**src/rtl/core/assert_macros.svh**
```systemverilog
// Assertion macros shared by the RTL; clock clk, synchronous active-low reset rst_n.
`ifndef ASSERT_MACROS_SVH
`define ASSERT_MACROS_SVH

// Check a condition at every clock edge outside reset.
`define ASSERT_ALWAYS(lbl, expr, msg) \
  lbl: assert property (@(posedge clk) disable iff (!rst_n) (expr)) else $error(msg);

// Check that a condition implies another in the same cycle.
`define ASSERT_IMP(lbl, ante, cons, msg) \
  lbl: assert property (@(posedge clk) disable iff (!rst_n) (ante) |-> (cons)) else $error(msg);

// Check that a condition implies another in the next cycle.
`define ASSERT_NEXT(lbl, ante, cons, msg) \
  lbl: assert property (@(posedge clk) disable iff (!rst_n) (ante) |=> (cons)) else $error(msg);

`endif

```
**src/rtl/core/gbn_ram.sv**
```systemverilog
// Generic single-write, single-read RAM with registered read data.
module gbn_ram #(
  parameter int WIDTH = 8,
  parameter int DEPTH = 64
) (
  input  logic                     clk,
  input  logic                     we,
  input  logic [$clog2(DEPTH)-1:0] waddr,
  input  logic [WIDTH-1:0]         wdata,
  input  logic                     re,
  input  logic [$clog2(DEPTH)-1:0] raddr,
  output logic [WIDTH-1:0]         rdata
);

  logic [WIDTH-1:0] mem [DEPTH];
  logic [WIDTH-1:0] rdata_r;

  always_ff @(posedge clk) begin
    if (we) begin
      mem[waddr] <= wdata;
    end
    if (re) begin
      rdata_r <= mem[raddr];
    end
  end

  assign rdata = rdata_r;

endmodule

```
**config.mk**
```make
export PLATFORM = sky130hd
export DESIGN_NAME = gbn_ram
export DESIGN_NICKNAME = d
export VERILOG_FILES = /design/src/rtl/core/assert_macros.svh /design/src/rtl/core/gbn_ram.sv
export SDC_FILE = /design/constraint.sdc
export NUM_CORES = 1
export LEC_CHECK = 0
export ABC_CLOCK_PERIOD_IN_PS = 4600
export BUFFER_PORTS_ARGS = -buffer_cell sky130_fd_sc_hd__buf_2
export CELL_PAD_IN_SITES_DETAIL_PLACEMENT = 0
export CELL_PAD_IN_SITES_GLOBAL_PLACEMENT = 2
export CORE_UTILIZATION = 25
export CTS_CLUSTER_DIAMETER = 150
export DETAILED_ROUTE_END_ITERATION = 6
export GPL_ROUTABILITY_DRIVEN = 0
export PLACE_DENSITY = 0.42
export SYNTH_ARGS = -nofsm -noshare
export SYNTH_HDL_FRONTEND = slang
export SYNTH_SLANG_ARGS = --single-unit
```
**constraint.sdc**
```tcl
create_clock -name clk -period 4.6 [get_ports clk]
set_clock_uncertainty 0.2 [all_clocks]
set_input_delay 0.92 -clock clk [delete_from_list [all_inputs] [get_ports clk]]
set_output_delay 0.92 -clock clk [all_outputs]
set_load 0.01 [all_outputs]
```
Word level (Yosys, flattened, before mapping)
Memory sizes are Yosys's and may differ from the RTL's. A register that Yosys moved wholly into a read port is not among the register bits.
Index checks and enable logic that the tools add are counted.
{"block": "word_totals", "output_inout_bits": 8, "n_memories": 1, "input_bits": 23, "reg_bits": 0, "wordCells": 3, "ramBits": 512}
{"memory": "mem", "depth": 64, "word_bits": 8, "rd": 1, "rd_ports_with_merged_regs": 1, "wr": 1, "line_no": "gbn_ram.sv:15", "rtl": "logic [WIDTH-1:0] mem [DEPTH];"}
{"block": "classes", "n_mux": 2}
{"operator": "$mux 1", "n": 2}

Logic depth before layout (Yosys ltp)
{"block": "logic_depth", "ltp_word": 2, "depth_mapped": 9, "ltp_nobuf": 5}

Worst setup path after synthesis
Ideal clock, no wire load.
{"block": "synth_path", "path_type": "in2reg", "from": "input port raddr[1]", "to": "register rdata_r[3], in the netlist rdata[3] (read register of mem) (data pin)", "n_path_buf": 3, "slack_ps": 1674, "setup_time_ps": 266, "path_stages": 7, "arrival_time_ps": 2460, "t_required_ps": 4134, "path_cell_list": "buf_4 -> buf_2 -> buf_2 -> mux4_2 -> mux4_2 -> o21ai_1 -> o41ai_1"}
{"element": "from (decl)", "line_no": "gbn_ram.sv:11", "rtl": "input logic [$clog2(DEPTH)-1:0] raddr,"}
{"element": "to (decl)", "line_no": "gbn_ram.sv:16", "rtl": "logic [WIDTH-1:0] rdata_r;"}

==> summary.md <==
| Metric | Value |
|---|---|
| Worst Setup Slack, final | 1.369 ns |
| Cells after synthesis | 940 |
| Post-layout util | 0.3016 |
| Io pins | 31 |
| Antenna-violating nets left | 0 |
| Clk root buf | clkbuf_16 |
| XOR/XNOR share of the synthesized area | 0 |
| Crit-path slowest cell | mux4_2 |
| Setup crit end kind | flop |
| GRT Resource Usage Total | 0.1430 |
| Worst Hold Class | in -> reg |
| CTS Buf Count | 58 |
| Crit path kind | in -> reg |
| Die height | 286.6 µm |
| Total wire length | 58150 µm |
| CTS tree | yes |
| Hold buffer count at CTS | 0 |
| Post-Place Setup Slack | 0.5403 ns |
| Rows | 103 |
| Status | finished clean |
| Final setup vio count | 0 |
| Area delta synth->final | 18.43% |
| Fin Hold WS | 0.5073 ns |
| Register area share after synthesis | 0.7712 |
| Setup crit start | raddr[0] |
| Syn avg cell area | 21.54 µm² |
| Pleak | 0.007464 µW |
| Synthesis warning total | 0 |
| Hold_sp | re |
| Drt pass-1 iters | 5 |
| CTS max path bufs | 3 |
| Dpl hpwl | 37220 µm |
| Post-CTS sizing | 0 |
| Power Density | 425.6 mW/mm² |
| Yosys reg bits | 520 |
| R2R Path Start | mem[21][6] |
| DR DRC count | 0 |
| Fin Setup TNS | 0 ns |
| Average vias per placed instance | 4.478 |
| Min cycle time layout | 3.231 ns |
| Mux share of post-synthesis cell area | 0.1588 |
| Die X | 286.6 µm |
| Layout cell share with drive strength beyond 1 | 0.3056 |
| Critical Path Source Type | input pin |
| Initial core utilization | 0.2546 |
| Setup Fix Bufs, Post-CTS | 0 |
| Max Slew Vio Count | 0 |
| VDD IR max | 0.0002683 V |
| Clk slew on worst S/H paths | 0.06 ns |
| H-tree level count | 2 |
| Unrepaired setup endpoints after global routing | no |
| Later-pin clock latency in the skew report | 0.63 ns |
| Max cap viols | 0 |
| Buffer and inverter count on the worst path | 1 |
| Via count | 9721 |
| Crit-path cells | buf_8 -> mux4_2 -> mux2_2 -> o221a_2 -> nor3_1 -> o32ai_1 |
| Synthesized area | 0.02025 mm² |
| Die Area | 0.08213 mm² |
| Critical Path RT | 4.75 ns |
| 1st-iter DRT viols | 623 |
| CP peak stage delay | 0.60 ns |
| Critical path's top delay family | multiplexers |
| Fmax | 309.5 MHz |
| Post-synthesis adder-cell area fraction | 0 |
| Largest net degree at the start of global routing | 55 |
| Net Count, Synth | 963 |
| Worst Path Max Fanout | 54 |
| Nets | 1095 |
| Routed len/inst | 26.79 µm |
| # clock sinks | 520 |
| Slew @ Worst Pin | 1.062 ns |
| Synth Area in Compound Gates | 0.02064 |
| Worst rel slew slack | 0.2896 |
| Synth cell types | 39 |
| Global-route wire length before repair | 81830 µm |
| Synth Area in Simple Gates | 0.03374 |
| Number of global-route vias before repair | 10260 |
| Final Hold Viols | 0 |
| Arrival time worst endpoint | 3.38 ns |
| CORE AREA | 0.07952 mm² |
| Largest family of logic cells by synthesized area | multiplexers |
| Initial antenna violation count | 3 |
| Overflow after GRT | 0 |
| Final worst path period share | 0.7024 |
| Port Buf Inserts | 30 |
-- worst paths after layout --
path | to | cells after the start | slack (ns)
worst min register to register | rdata[5] | 4 | 0.78
worst max register to register | rdata[6] | 5 | 2.04
worst max-delay path | rdata[6] | 6 | 1.37
worst min-delay path | rdata[4] | 1 | 0.51
-- worst register-to-register path: stages (launching register included) --
cell and delay [ns]:
edfxtp_1 0.35, mux4_2 0.47, mux2_2 0.29, o221a_2 0.30, nor3_1 0.53, o32ai_1 0.18
-- area by class of cell --
cell class                 count  area (µm²)
antenna                        2       5.005
clock inverter                37       285.3
clock buffer                  70        1496
tap                         1050        1314
fill                        7683       55540
sequential                   520       15620
timing repair buffer         123       938.4
multi-input combinational    369        4325
-- Yosys cell counts --
cell type	count	share of area
a2111oi_0	2	0.00087
o41ai_1	2	0.00087
mux2i_1	23	0.011
nor2b_1	14	0.0043
o2bb2ai_1	3	0.0013
mux4_2	126	0.14
and2_1	1	0.00031
o22ai_1	8	0.0025
or3_1	1	0.00031
o21ai_0	2	0.00049
nand4_1	2	0.00062
o32ai_1	2	0.00087
nor2_1	83	0.015
buf_4	13	0.0048
nand3_1	13	0.0032
nand2_1	19	0.0035
o221ai_1	8	0.0035
nor4_1	2	0.00062
mux2_2	13	0.0072
o21ai_1	2	0.00049
buf_1	4	0.00074
clkbuf_1	17	0.0032
nand2b_1	7	0.0022
edfxtp_1	520	0.77
o311ai_1	1	0.00043
a21oi_1	3	0.00074
a31oi_1	1	0.00031
a221oi_1	6	0.0026
nor3_1	7	0.0017
buf_6	4	0.0022
o221a_2	2	0.0011
nand3b_1	3	0.0011
o21a_1	2	0.00074
nand4b_1	1	0.00043
buf_2	11	0.0027
a211oi_1	4	0.0015
o2111ai_1	3	0.0013
a22oi_1	3	0.0011
buf_12	2	0.0020
-- cells by family after synthesis --
logic type	after synthesis
buffers and inverters	51
flip-flops	520
AO/OA/AOI/OAI	54
AND/OR/NAND/NOR	153
multiplexers	162
-- layout by cell type, fill, tap and decap left out, drive strengths merged, types with 2 or more instances in the layout --
cell type,instances
edfxtp,520
mux4,126
buf,123
nor2,83
clkbuf,70
clkinv,29
mux2i,23
nand2,19
nor2b,14
mux2,13
nand3,13
o221ai,8
o22ai,8
nand2b,7
nor3,7
a221oi,6
a211oi,4
bufinv,4
o21ai,4
nand3b,3
a21oi,3
a22oi,3
o2111ai,3
o2bb2ai,3
diode,2
o221a,2
nor4,2
o32ai,2
a2111oi,2
o21a,2
o41ai,2
nand4,2
inv,2
clkinvlp,2
-- layer usage --
| metal | vias up | part of all wire | global-route usage |
|---|---|---|---|
| met3 | 77 | 0.042 | 0.02814 |
| met1 | 5253 | 0.46 | 0.1965 |
| met4 | 2 | 0.022 | 0.03837 |
| li1 | 4209 | - | - |
| met5 | - | 0.00015 | 0 |
| met2 | 180 | 0.48 | 0.2301 |
-- state kept, by name (all words and copies together), names as in the netlist --
signal and cells:
rdata 8, mem 512
-- power breakdown --
| part | internal, µW | switching, µW |
|---|---|---|
| Clock | 2520 | 1870 |
| Combinational | 195 | 340 |
| Sequential | 5260 | 17.0 |
| Total | 7980 | 2230 |
-- stage by stage --
| step | cell area [µm²] | power (µW) | cells |
|---|---|---|---|
| floorplan | 20250 | 5645 | 940 |
| global placement | 22190 | 5931 | 2062 |
| detailed placement | 22190 | 5933 | 2062 |
| CTS | 23970 | 10370 | 2169 |
| global route | 23970 | 10560 | 2169 |
| finish | 23980 | 10210 | 2171 |
(Power assumes the default switching activity.)
